`src/magic_frame_parser_crc32_assert.svh`:
```
// Assertion macros for the frame parser.
`ifndef MAGIC_FRAME_PARSER_CRC32_ASSERT_SVH
`define MAGIC_FRAME_PARSER_CRC32_ASSERT_SVH

// Check an implication on every clock edge outside reset.
`define MFP_ASSERT_IMP(lbl, ante, cons) \
  lbl: assert property (@(posedge clk) disable iff (rst) (ante) |-> (cons)) \
    else $error("implication check failed");

// Check an implication in the next cycle.
`define MFP_ASSERT_NEXT(lbl, ante, cons) \
  lbl: assert property (@(posedge clk) disable iff (rst) (ante) |=> (cons)) \
    else $error("assertion failed");

`endif

```
`src/mfp_pkg.sv`:
```
package mfp_pkg;
  localparam int MaxPayloadBytes = 32;
  localparam int StoreBytes = 56;
  localparam int HdrLen = 24;
  localparam int PtrW = $clog2(StoreBytes);
  localparam int CntW = $clog2(StoreBytes + 1);
  localparam logic [31:0] CrcPoly = 32'hedb88320;

  localparam logic [1:0] KIND_HDR_ERR = 2'd0;
  localparam logic [1:0] KIND_CRC_ERR = 2'd1;
  localparam logic [1:0] KIND_PAYLOAD = 2'd2;

  localparam logic [0:0] CFG_VERSION = 1'b0;
  localparam logic [0:0] CFG_TYPE = 1'b1;

  // Control between sequencer and CRC unit.
  typedef struct packed {
    logic init;
    logic load;
    logic [7:0] data;
  } crc_ctl_t;

  // Advance CRC register by one bit.
  function automatic logic [31:0] crc_bit(input logic [31:0] c);
    crc_bit = (c >> 1) ^ (c[0] ? CrcPoly : 32'd0);
  endfunction
endpackage

```
`src/mfp_crc.sv`:
```
module mfp_crc
  import mfp_pkg::*;
(
  input  logic        clk,
  input  crc_ctl_t    ctl,
  output logic [31:0] crc,
  output logic        busy
);
  logic [31:0] c;
  logic [3:0] bits;

  // One bit a cycle; load xors a byte in and starts eight shifts.
  always_ff @(posedge clk) begin
    if (ctl.init) begin
      c <= 32'hffffffff;
      bits <= 4'd0;
    end else if (ctl.load) begin
      c <= crc_bit(c ^ {24'd0, ctl.data});
      bits <= 4'd7;
    end else if (bits != 4'd0) begin
      c <= crc_bit(c);
      bits <= bits - 4'd1;
    end
  end

  assign crc = c;
  assign busy = (bits != 4'd0);
endmodule

```
`src/magic_frame_parser_crc32.sv`:
```
// Flow: each byte is accepted, stored and then scanned; the scan returns to idle while fewer
// than four are held. Magic bytes 0..3 are checked first and a mismatch drops the oldest byte;
// then the header is read to byte 23 and decoded, and the CRC is fed 16 header bytes plus payload
// and left to settle. Throughput: one byte per scan; each payload word waits for its byte read
// and for the sink; not ready while scanning or emitting, and a stalled output holds the sequencer.
// Reset: rst clears fill count and sequencer, and sets version and type registers to 1.
`include "magic_frame_parser_crc32_assert.svh"
module magic_frame_parser_crc32
  import mfp_pkg::*;
(
  input  logic        clk,
  input  logic        rst,
  input  logic        s_tvalid,
  output logic        s_tready,
  input  logic [7:0]  s_tdata,   // data_byte
  output logic        m_tvalid,
  input  logic        m_tready,
  // transaction[31:0], offset[63:32], byte count[69:64], payload_byte[77:70], zero fill
  output logic [79:0] m_tdata,
  output logic [2:0]  m_tuser,   // kind[1:0], byte_valid[2]
  output logic        m_tlast,   // last
  input  logic        cfg_valid,
  output logic        cfg_ready,
  input  logic [0:0]  cfg_index,
  input  logic [7:0]  cfg_data
);
  typedef enum logic [8:0] {
    S_IDLE = 9'b000000001,
    S_FULL = 9'b000000010,
    S_SCAN = 9'b000000100,
    S_HDR  = 9'b000001000,
    S_CRC  = 9'b000010000,
    S_CHK  = 9'b000100000,
    S_EMIT = 9'b001000000,
    S_WAIT = 9'b010000000,
    S_WR   = 9'b100000000
  } state_t;

  state_t state;
  logic [7:0] mem [StoreBytes];
  logic [PtrW-1:0] head;        // ring start = oldest byte
  logic [CntW-1:0] fill;
  logic [7:0] ver_reg, type_reg, in_byte;
  logic [5:0] idx;              // header/payload position being read
  logic [7:0] rd;
  logic [7:0] hdr [24];
  logic [5:0] plen;
  logic [5:0] emit_i;
  logic hdr_done;
  logic [1:0] err_kind;
  crc_ctl_t cctl;
  logic [31:0] crc;
  logic crc_busy;

  mfp_crc u_crc (.clk(clk), .ctl(cctl), .crc(crc), .busy(crc_busy));

  function automatic logic [PtrW-1:0] wrap(input logic [PtrW-1:0] h, input logic [6:0] o);
    logic [7:0] s;
    s = {{(8-PtrW){1'b0}}, h} + {1'b0, o};
    if (s >= 8'(StoreBytes)) s = s - 8'(StoreBytes);
    return s[PtrW-1:0];
  endfunction

  logic [PtrW-1:0] rd_addr;
  assign rd_addr = wrap(head, {1'b0, idx});
  always_ff @(posedge clk) rd <= mem[rd_addr];

  logic [15:0] f_hsz, f_plen, f_res;
  logic [31:0] f_crc, f_tr, f_of;
  assign f_hsz = {hdr[7], hdr[6]};
  assign f_plen = {hdr[17], hdr[16]};
  assign f_res = {hdr[19], hdr[18]};
  assign f_crc = {hdr[23], hdr[22], hdr[21], hdr[20]};
  assign f_tr = {hdr[11], hdr[10], hdr[9], hdr[8]};
  assign f_of = {hdr[15], hdr[14], hdr[13], hdr[12]};
  logic hdr_bad;
  assign hdr_bad = hdr[4] != ver_reg || hdr[5] != type_reg ||
                   f_hsz != 16'(HdrLen) || f_plen > 16'(MaxPayloadBytes) || f_res != 16'd0;

  // idx pipeline: rd holds byte at idx of previous cycle
  logic [5:0] idx_q;
  logic rd_ok;

  assign s_tready = (state == S_IDLE) && !cfg_valid;
  assign cfg_ready = (state == S_IDLE);

  always_comb begin
    cctl = '0;
    cctl.data = rd;
    if (state == S_HDR && !hdr_done) cctl.init = 1'b1;
    if (state == S_CRC && rd_ok && !crc_busy) cctl.load = 1'b1;
  end

  logic [5:0] crc_end;
  assign crc_end = 6'(HdrLen) + plen;

  // Last CRC byte: byte 19 for an empty frame, else the final payload byte.
  logic crc_last;
  assign crc_last = (plen == 6'd0) ? (idx_q == 6'd19) : (idx_q == crc_end - 6'd1);

  always_ff @(posedge clk) begin
    if (rst) begin
      state <= S_IDLE;
      fill <= '0;
      head <= '0;
      ver_reg <= 8'd1;
      type_reg <= 8'd1;
      m_tvalid <= 1'b0;
      rd_ok <= 1'b0;
    end else begin
      if (m_tvalid && m_tready) m_tvalid <= 1'b0;
      unique case (state)
        S_IDLE: begin
          if (cfg_valid) begin
            unique case (cfg_index)
              CFG_VERSION: ver_reg <= cfg_data;
              CFG_TYPE: type_reg <= cfg_data;
            endcase
          end else if (s_tvalid) begin
            in_byte <= s_tdata;
            if (fill == CntW'(StoreBytes)) begin
              // full: report and drop oldest before storing
              err_kind <= KIND_HDR_ERR;
              head <= wrap(head, 7'd1);
              fill <= fill - CntW'(1);
              state <= S_FULL;
            end else state <= S_WR;
          end
        end
        S_FULL: if (!m_tvalid) begin
          m_tvalid <= 1'b1;
          m_tdata <= '0;
          m_tuser <= {1'b0, KIND_HDR_ERR};
          m_tlast <= 1'b0;
          state <= S_WR;
        end
        S_WR: begin
          mem[wrap(head, {1'b0, fill})] <= in_byte;
          fill <= fill + CntW'(1);
          idx <= 6'd0;
          rd_ok <= 1'b0;
          hdr_done <= 1'b0;
          state <= S_SCAN;
        end
        S_SCAN: begin
          // read magic bytes 0..3 then header to 23
          if (fill < CntW'(4)) state <= S_IDLE;
          else begin
            rd_ok <= 1'b1;
            idx_q <= idx;
            idx <= idx + 6'd1;
            if (rd_ok) hdr[idx_q[4:0]] <= rd;
            if (rd_ok && idx_q <= 6'd3 && rd != (idx_q == 6'd0 ? 8'h4d :
                idx_q == 6'd1 ? 8'h44 : idx_q == 6'd2 ? 8'h46 : 8'h55)) begin
              head <= wrap(head, 7'd1);
              fill <= fill - CntW'(1);
              idx <= 6'd0;
              rd_ok <= 1'b0;
            end else if (rd_ok && idx_q == 6'd3 && fill < CntW'(HdrLen)) begin
              state <= S_IDLE;
            end else if (rd_ok && idx_q == 6'(HdrLen - 1)) begin
              hdr_done <= 1'b0;
              state <= S_HDR;
            end
          end
        end
        S_HDR: begin
          if (!hdr_done) begin
            hdr_done <= 1'b1;
            plen <= f_plen[5:0];
          end else if (hdr_bad) begin
            err_kind <= KIND_HDR_ERR;
            state <= S_WAIT;
          end else if (fill < crc_end) begin
            state <= S_IDLE;
          end else begin
            idx <= 6'd4;
            rd_ok <= 1'b0;
            idx_q <= 6'd0;
            state <= S_CRC;
          end
        end
        S_CRC: begin
          // feed bytes 4..19 then payload; skip 20..23
          if (!crc_busy) begin
            if (rd_ok) begin
              // the CRC unit takes rd this cycle
              rd_ok <= 1'b0;
              if (crc_last) state <= S_CHK;
              else idx <= (idx_q == 6'd19) ? 6'(HdrLen) : idx_q + 6'd1;
            end else begin
              rd_ok <= 1'b1;
              idx_q <= idx;
            end
          end
        end
        S_CHK: if (!crc_busy) begin
          if ((crc ^ 32'hffffffff) != f_crc) begin
            err_kind <= KIND_CRC_ERR;
            state <= S_WAIT;
          end else begin
            emit_i <= 6'd0;
            idx <= 6'(HdrLen);
            rd_ok <= 1'b0;
            state <= S_EMIT;
          end
        end
        S_EMIT: begin
          rd_ok <= 1'b1;
          if (rd_ok && !m_tvalid) begin
            m_tvalid <= 1'b1;
            m_tdata <= {2'd0, (plen != 6'd0) ? rd : 8'd0, plen, f_of, f_tr};
            m_tuser <= {plen != 6'd0, KIND_PAYLOAD};
            m_tlast <= (plen == 6'd0) || (emit_i + 6'd1 == plen);
            if ((plen == 6'd0) || (emit_i + 6'd1 == plen)) begin
              head <= wrap(head, {1'b0, crc_end});
              fill <= fill - CntW'(crc_end);
              idx <= 6'd0;
              rd_ok <= 1'b0;
              state <= S_SCAN;
            end else begin
              emit_i <= emit_i + 6'd1;
              idx <= idx + 6'd1;
              rd_ok <= 1'b0;
            end
          end
        end
        S_WAIT: if (!m_tvalid) begin
          m_tvalid <= 1'b1;
          m_tdata <= '0;
          m_tuser <= {1'b0, err_kind};
          m_tlast <= 1'b0;
          head <= wrap(head, 7'd1);
          fill <= fill - CntW'(1);
          idx <= 6'd0;
          rd_ok <= 1'b0;
          state <= S_SCAN;
        end
        default: state <= S_IDLE;
      endcase
    end
  end

  `MFP_ASSERT_IMP(a_fill_range, 1'b1, fill <= CntW'(StoreBytes))
  `MFP_ASSERT_IMP(a_ready_idle, s_tready, state == S_IDLE)
  `MFP_ASSERT_NEXT(a_accept_leaves, s_tvalid && s_tready, !s_tready)
endmodule
```
`config.mk`:
```
export PLATFORM = sky130hd
export DESIGN_NAME = magic_frame_parser_crc32
export DESIGN_NICKNAME = d
export VERILOG_FILES = /design/src/mfp_pkg.sv /design/src/mfp_crc.sv /design/src/magic_frame_parser_crc32.sv
export VERILOG_INCLUDE_DIRS = /design/src /design/src/src
export SDC_FILE = /design/constraint.sdc
export NUM_CORES = 1
export LEC_CHECK = 0
export BUFFER_PORTS_ARGS = -buffer_cell sky130_fd_sc_hd__clkbuf_2
export CELL_PAD_IN_SITES_DETAIL_PLACEMENT = 0
export CELL_PAD_IN_SITES_GLOBAL_PLACEMENT = 2
export CORE_MARGIN = 2
export CORE_UTILIZATION = 46
export DETAILED_ROUTE_END_ITERATION = 6
export GPL_ROUTABILITY_DRIVEN = 1
export PLACE_DENSITY_LB_ADDON = 0.25
export SLEW_MARGIN = 20
export SYNTH_ARGS = -nofsm -noshare
export SYNTH_HDL_FRONTEND = slang
export SYNTH_SLANG_ARGS = --single-unit
```
`constraint.sdc`:
```
create_clock -name clk -period 10.8 [get_ports clk]
set_input_delay 0.54 -clock clk [delete_from_list [all_inputs] [get_ports clk]]
set_output_delay 0.54 -clock clk [all_outputs]
set_load 0.03 [all_outputs]
```
==> run metrics, run 1 <==
status complete, no violations; DRT iter0 DRCs 1771; Final Skew 49.3 ps; sw frac 30.3%; ys async rst share 0%; core area 72600 um^2; Post-Synth Adder-Cell Area 2.01%; xor-xnor portion of the synthesized cell area 3.12%; Reg power frac 42.7%; Final Util 53.1%; CP Capture Type flop; vias in the first global route 18.8k; max reg flops 448; RSZ-0062 raised after global routing no; IO Port Bufs 106; via count 18.8k; crit path DAT 5630 ps; largest net degree at the start of global routing 74; Comb pwr share 23.5%; synthesized area 33600 um^2; dpl cells 3176; CP Launch Type flop; Tcrit/Tclk final 47.1%; power share of the clock group 33.8%; Clk pin slew, worst setup/hold paths 70 ps; worst-case clock buffer depth 3; pwr/cell area 231 nW/um^2; mux cell area share after synthesis 8.84%; sequential cell area 23400 um^2; Cells after Synth 2116; FMAX 0.197 GHz; CTS tree yes; # diodes 0; share of post-route cells with drive strength above 1 20.7%; Initial Util 46.2%; pre-CTS setup slack 5790 ps; Simple-Gate Fraction of Synth Area 9.74%; first drt pass iteration count 5; total CTS buffers 83; synth unique cells 90; post-CTS sizing 0; RR Startpoint idx[0]; Hold-fix buffers, CTS 0; # rows 99; Via density 5.65; Max Cap Viol 0; slew at the pin closest to its max-slew limit 1080 ps; combinational family with the most area after synthesis simple AND/OR/NAND/NOR gates; Worst Reg-to-Reg Cells 13; number of post-CTS setup repair buffers 0; Final setup viols 0; Hold Path Stages 1; Synth warnings 0; Final #Nets 2375; Final Hold Vio Count 0; Seq cells post-synth 807; Crit Path Class reg2reg; num ports 109; clock latency at the later pin of the worst-skew pair 650 ps; Max VDD drop 0.000158 V; first-pass GRT wire length 118 mm; syn avg cell area 15.9 um^2; setup TNS 0 ps; Cell Int Power 6.21 mW; Critical Path Start idx[0]; hold wc startpoint s_tdata[0]; Global Route Usage Sum 21.2%; Die Span Y 274 um; initial antenna violation count 0; power consumption 8.92 mW; worst path required time 11340 ps; leakage power 13.2 nW; full die area 75100 um^2; Layout area overhead 14.8%; grt ovf 0; Primary FF master, synth edfxtp_1; worst-path maximum fanout 44; minimum clock period 5080 ps; Post-synth EDFFs 724; Top reg by flops mem; worst rel slew slack 27.6%; CTS Root Cell clkbuf_16; fillers 5915; Detail Placement HPWL 50.2 mm; sw power 2.71 mW; final count of pins violating max slew 0; clock sink total 807; H-tree depth 3; area of the multi-input gates 9620 um^2; final worst slack 5720 ps; worst min-delay path class in2reg; wirelength, routed 79.1 mm; chip width 274 um; Routed Antenna Nets 0; Non-Filler Instances 3331; Compound-Gate Fraction of Synth Area 4.79%; register area share after synthesis 69.7%; WL/cell 23.8 um; DRC viols 0; GP Congestion 0.883
==> layer usage <==
layer	vias up	GRT usage [%]	part of all wire, %
met5	-	0	0
met1	9545	28.5	43
met2	545	35.2	49
li1	8623	-	-
met4	0	7.09	2.8
met3	115	3.45	5.4
==> critical path: stages (launching register included) <==
cell      delay, ps
edfxtp_1        470
ha_4            210
fa_4            450
a211oi_1        460
nor2_1          180
nor2_1          260
ha_1            340
inv_1           120
o31a_1          150
o21ai_2         680
nand2_2         750
mux2i_1         290
a32o_1          300
nor4_1          320
==> path summary, 6_finish.rpt <==
kind,end,slack (ps)
max reg2reg,rd[6],5720
max,rd[6],5720
min reg2reg,plen[3],450
min,in_byte[0],70
==> placed cells by master (no fill, tap or decap), types with 68 or more instances in the layout <==
cell / synthesis / routed
clkbuf_16: 0 / 85
dfxtp_1: 83 / 80
edfxtp_1: 724 / 724
xor2_1: 68 / 68
buf_4: 5 / 91
nor2_1: 133 / 132
nor2b_1: 73 / 73
nor4_1: 81 / 81
mux4_2: 112 / 112
clkbuf_2: 0 / 106
nand2_1: 130 / 130
==> power groups by stage <==
stage / logic [mW] / clock network [mW] / registers (mW)
5_1_grt: 2.27 / 3.19 / 3.83
2_1_floorplan: 1.40 / 0 / 3.82
3_3_place_gp: 2.08 / 0 / 3.87
3_5_place_dp: 2.10 / 0 / 3.88
4_1_cts: 2.11 / 3.08 / 3.81
6_report: 2.09 / 3.02 / 3.81
==> logic make-up after synthesis <==
kind of cell | Yosys count
compound gates | 226
xor+xnor | 118
fa+ha+maj | 51
buf+inv | 139
flops | 807
mux | 156
other cells | 1
simple gates | 618
==> cell usage after synthesis (all sizes together) (9+ instances only) <==
master	number	area (um^2)
nand4	22	144
nor4	84	553
ha	46	576
nand2b	11	68.8
and3	30	188
clkbuf	68	255
nand3	35	175
a21oi	35	175
o22ai	9	56.3
xor2	68	596
a21o	10	75.1
nor2b	73	457
o211ai	14	105
buf	29	175
inv	42	158
nor3	26	151
nor2	133	499
a31oi	14	87.6
nand2	132	500
xnor2	49	429
or3	10	63.8
edfxtp	724	21700
a211oi	32	240
dfxtp	83	1660
mux2i	40	400
o21ai	41	209
mux4	112	2520
and2	26	163
==> per-stage QoR <==
stage / hold WS, ps / area, um^2
3_5_place_dp: 440 / 35600
2_1_floorplan: 427 / 33600
4_1_cts: 37.7 / 38500
6_report: 74.5 / 38500
5_1_grt: 47.7 / 38500
3_3_place_gp: 448 / 35600
==> cell type report <==
class                   instances  area share, %
inverters                      42          0.409
multi-input cells            1171           25.0
repair buffers                197           3.15
clock buffers                 103           5.80
well taps                     959           3.12
flip-flops and latches        807           60.8
clock inverters                52           1.78
No activity file was read; power rests on OpenSTA's default activity.
==> inputs of run 2 (changes only) <==
Settings changed: ABC_AREA set to 1, CORE_UTILIZATION 46 to 38.
Clock period 10.8 ns to 4.5 ns, I/O delays scaled along.
==> run metrics, run 2 <==
minimum clock period 3990 ps (was 5080 ps); sw power 8.77 mW (was 2.71 mW); Post-Synth Adder-Cell Area 1.93% (was 2.01%); first drt pass iteration count 6 (was 5); worst-case clock buffer depth 3 (unchanged); CTS Root Cell clkbuf_16 (unchanged); Compound-Gate Fraction of Synth Area 7.04% (was 4.79%); leakage power 15.4 nW (was 13.2 nW); most frequent cells in the layout 724 x edfxtp_1, 570 x nand2_1, 316 x inv_1 (was 724 x edfxtp_1, 132 x nor2_1, 130 x nand2_1); Final Util 44.3% (was 53.1%); Slowest-stage cell, CP nor3_2 (was nand2_2); top-area cell type share of the netlist area 62.0% (was 64.8%); Global Route Usage Sum 20.3% (was 21.2%); Post-synth EDFFs 724 (unchanged); Cell Int Power 15.5 mW (was 6.21 mW); number of post-CTS setup repair buffers 0 (unchanged); initial antenna violation count 0 (unchanged); RSZ-0062 raised after global routing no (unchanged); RR Startpoint head[0] (was idx[0]); CP dominant cell by count nand2_1 (was nor2_1); GP Congestion 0.834 (was 0.883); synth unique cells 56 (was 90); Synth warnings 0 (unchanged); Tcrit/Tclk final 88.7% (was 47.1%); Hold-fix buffers, CTS 22 (was 0); share of post-route cells with drive strength above 1 12.9% (was 20.7%); most common cell after layout, fill and taps aside edfxtp_1 (unchanged); Layout area overhead 15.5% (was 14.8%); Max VDD drop 0.000391 V (was 0.000158 V); largest stage delay on the critical path 700 ps (was 750 ps); vias in the first global route 23.3k (was 18.8k); Die Span Y 308 um (was 274 um); dpl cells 4420 (was 3176); Simple-Gate Fraction of Synth Area 16.8% (was 9.74%); IO Port Bufs 106 (unchanged); fillers 8480 (was 5915); worst path required time 4790 ps (was 11340 ps); Max Cap Viol 0 (unchanged); Initial Util 38.3% (was 46.2%); Non-Filler Instances 4608 (was 3331); syn avg cell area 11.1 um^2 (was 15.9 um^2); slew at the pin closest to its max-slew limit 978 ps (was 1080 ps); final count of pins violating max slew 0 (unchanged); wirelength, routed 97.0 mm (was 79.1 mm); CP Capture Type flop (unchanged); combinational family with the most area after synthesis simple AND/OR/NAND/NOR gates (unchanged); CP Launch Type flop (unchanged); Via density 5.10 (was 5.65); Top reg by flops mem (unchanged); chip width 308 um (was 274 um); final worst slack 509 ps (was 5720 ps); Critical Path Start head[0] (was idx[0]); worst rel slew slack 34.6% (was 27.6%); pre-CTS setup slack 504 ps (was 5790 ps); Setup crit end mem[37][4] (was rd[6]); via count 23.5k (was 18.8k); clock latency at the later pin of the worst-skew pair 670 ps (was 650 ps); Final #Nets 3420 (was 2375); post-CTS sizing 0 (unchanged); total CTS buffers 89 (was 83); sw frac 36.2% (was 30.3%); top cells by instance count after synthesis 724 x edfxtp_1, 571 x nand2_1, 316 x inv_1 (was 724 x edfxtp_1, 133 x nor2_1, 130 x nand2_1); max reg flops 448 (unchanged); DRT iter0 DRCs 1855 (was 1771); Final Hold Vio Count 0 (unchanged); Clk pin slew, worst setup/hold paths 60 ps (was 70 ps); grt ovf 0 (unchanged); xor-xnor portion of the synthesized cell area 2.13% (was 3.12%); top post-synthesis cells by area edfxtp_1 62%, nand2_1 6.1%, dfxtp_1 4.7%, nand3_1 4.2%, inv_1 3.4% (was edfxtp_1 65%, mux4_2 7.5%, dfxtp_1 5.0%, xor2_1 1.8%, ha_1 1.7%); FMAX 0.251 GHz (was 0.197 GHz); count leader, synth edfxtp_1 (unchanged); Reg power frac 38.0% (was 42.7%); mux cell area share after synthesis 0% (was 8.84%); pwr/cell area 598 nW/um^2 (was 231 nW/um^2); Final Skew 34.2 ps (was 49.3 ps); DRC viols 0 (unchanged); num ports 109 (unchanged); setup TNS 0 ps (unchanged); register area share after synthesis 66.7% (was 69.7%); Comb pwr share 31.0% (was 23.5%); largest net degree at the start of global routing 217 (was 74); full die area 94800 um^2 (was 75100 um^2); # rows 111 (was 99); area leader, netlist edfxtp_1 (unchanged); worst-path maximum fanout 14 (was 44); power share of the clock group 30.9% (was 33.8%); core area 91500 um^2 (was 72600 um^2); Routed Antenna Nets 0 (unchanged); CTS tree yes (unchanged); clock sink total 807 (unchanged); R2R Setup Slk 510 ps (was 5720 ps); Seq cells post-synth 807 (unchanged); crit path cell chain ha_1 > inv_1 > fa_1 > nand3b_1 > nand2_1 > nand2_1 > nand2_1 > inv_2 > ha_1 > or2_2 > nand2_1 > nand3_2 > nor3_2 (was ha_4 > fa_4 > a211oi_1 > nor2_1 > nor2_1 > ha_1 > inv_1 > o31a_1 > o21ai_2 > nand2_2 > mux2i_1 > a32o_1 > nor4_1); synthesized area 35100 um^2 (was 33600 um^2); status complete, no violations (unchanged); WL/cell 21.0 um (was 23.8 um); area of the multi-input gates 9850 um^2 (was 9620 um^2); Primary FF master, synth edfxtp_1 (unchanged); Detail Placement HPWL 61.6 mm (was 50.2 mm); Cells after Synth 3166 (was 2116); sequential cell area 23400 um^2 (about the same); Reg-to-Reg End mem[37][4] (was rd[6]); Worst Reg-to-Reg Cells 13 (unchanged); first-pass GRT wire length 144 mm (was 118 mm); worst min-delay path class in2reg (unchanged); crit path DAT 4280 ps (was 5630 ps); Final setup viols 0 (unchanged); Crit Path Class reg2reg (unchanged); H-tree depth 3 (unchanged); ys async rst share 0% (unchanged)
==> run 2: final cells by class <==
cell class | instances | area share, %
sequential | 807 | 57.7
multi-input combinational | 1893 | 24.3
clock buffer | 101 | 5.63
timing repair buffer | 224 | 3.75
tap | 1186 | 3.66
inverter | 332 | 3.09
clock inverter | 64 | 1.83
antenna | 1 | 0.00617
==> run 2: power groups by stage <==
stage               Sequential, mW  Clock, mW  Combinational, mW
finish                        9.23       7.50               7.53
detailed placement            9.38          0               7.53
floorplan                     9.52          0               4.93
global route                  9.28       7.93               8.38
CTS                           9.23       7.67               7.57
global placement              9.38          0               7.52
==> run 2: per-stage QoR <==
step | hold slack (ps) | total power, mW | area, um^2
after floorplan | 324 | 14.4 | 35100
after global placement | 406 | 16.9 | 37300
after detailed placement | 404 | 16.9 | 37300
after CTS | 75.8 | 24.5 | 40500
after global routing | 134 | 25.6 | 40500
final | 154 | 24.3 | 40500
==> run 2: critical path, delay by kind of cell, from the launching register on <==
kind / cells / cell delay, ps
and+or+nand+nor: 8 / 2060
DFF: 1 / 550
adders and majority gates: 3 / 870
buffers and inverters: 2 / 120
==> run 2: worst min path at each step <==
| stage | start | end | slack [ps] | depth (start not counted) |
|---|---|---|---|---|
| after floorplan | s_tdata[0] | in_byte[0] | 320 | 0 |
| after global placement | s_tdata[4] | in_byte[4] | 410 | 1 |
| after detailed placement | s_tdata[2] | in_byte[2] | 400 | 1 |
| after CTS | rst | rd_ok | 80 | 2 |
| after global routing | rst | state[7] | 130 | 2 |
| final | rst | state[7] | 150 | 2 |
==> run 2: cell families (layout without fill, tap and decap cells) <==
logic type | count (synthesis) | in the layout
and+or+nand+nor | 1327 | 1327
DFF | 807 | 807
buffers and inverters | 467 | 721
AOI/OAI and AO/OA | 433 | 433
xor gates and xnor gates | 80 | 80
adders and majority gates | 51 | 51
other | 1 | 3
==> run 2: layer usage <==
layer  vias to the layer above  global-route usage (%)  routed length [um]
met2                       654                    34.3               46900
met3                       163                    2.91                4560
met5                         -                       0                   0
met4                         0                    6.93                3010
li1                      11300                       -                   -
met1                     11400                    26.9               42500
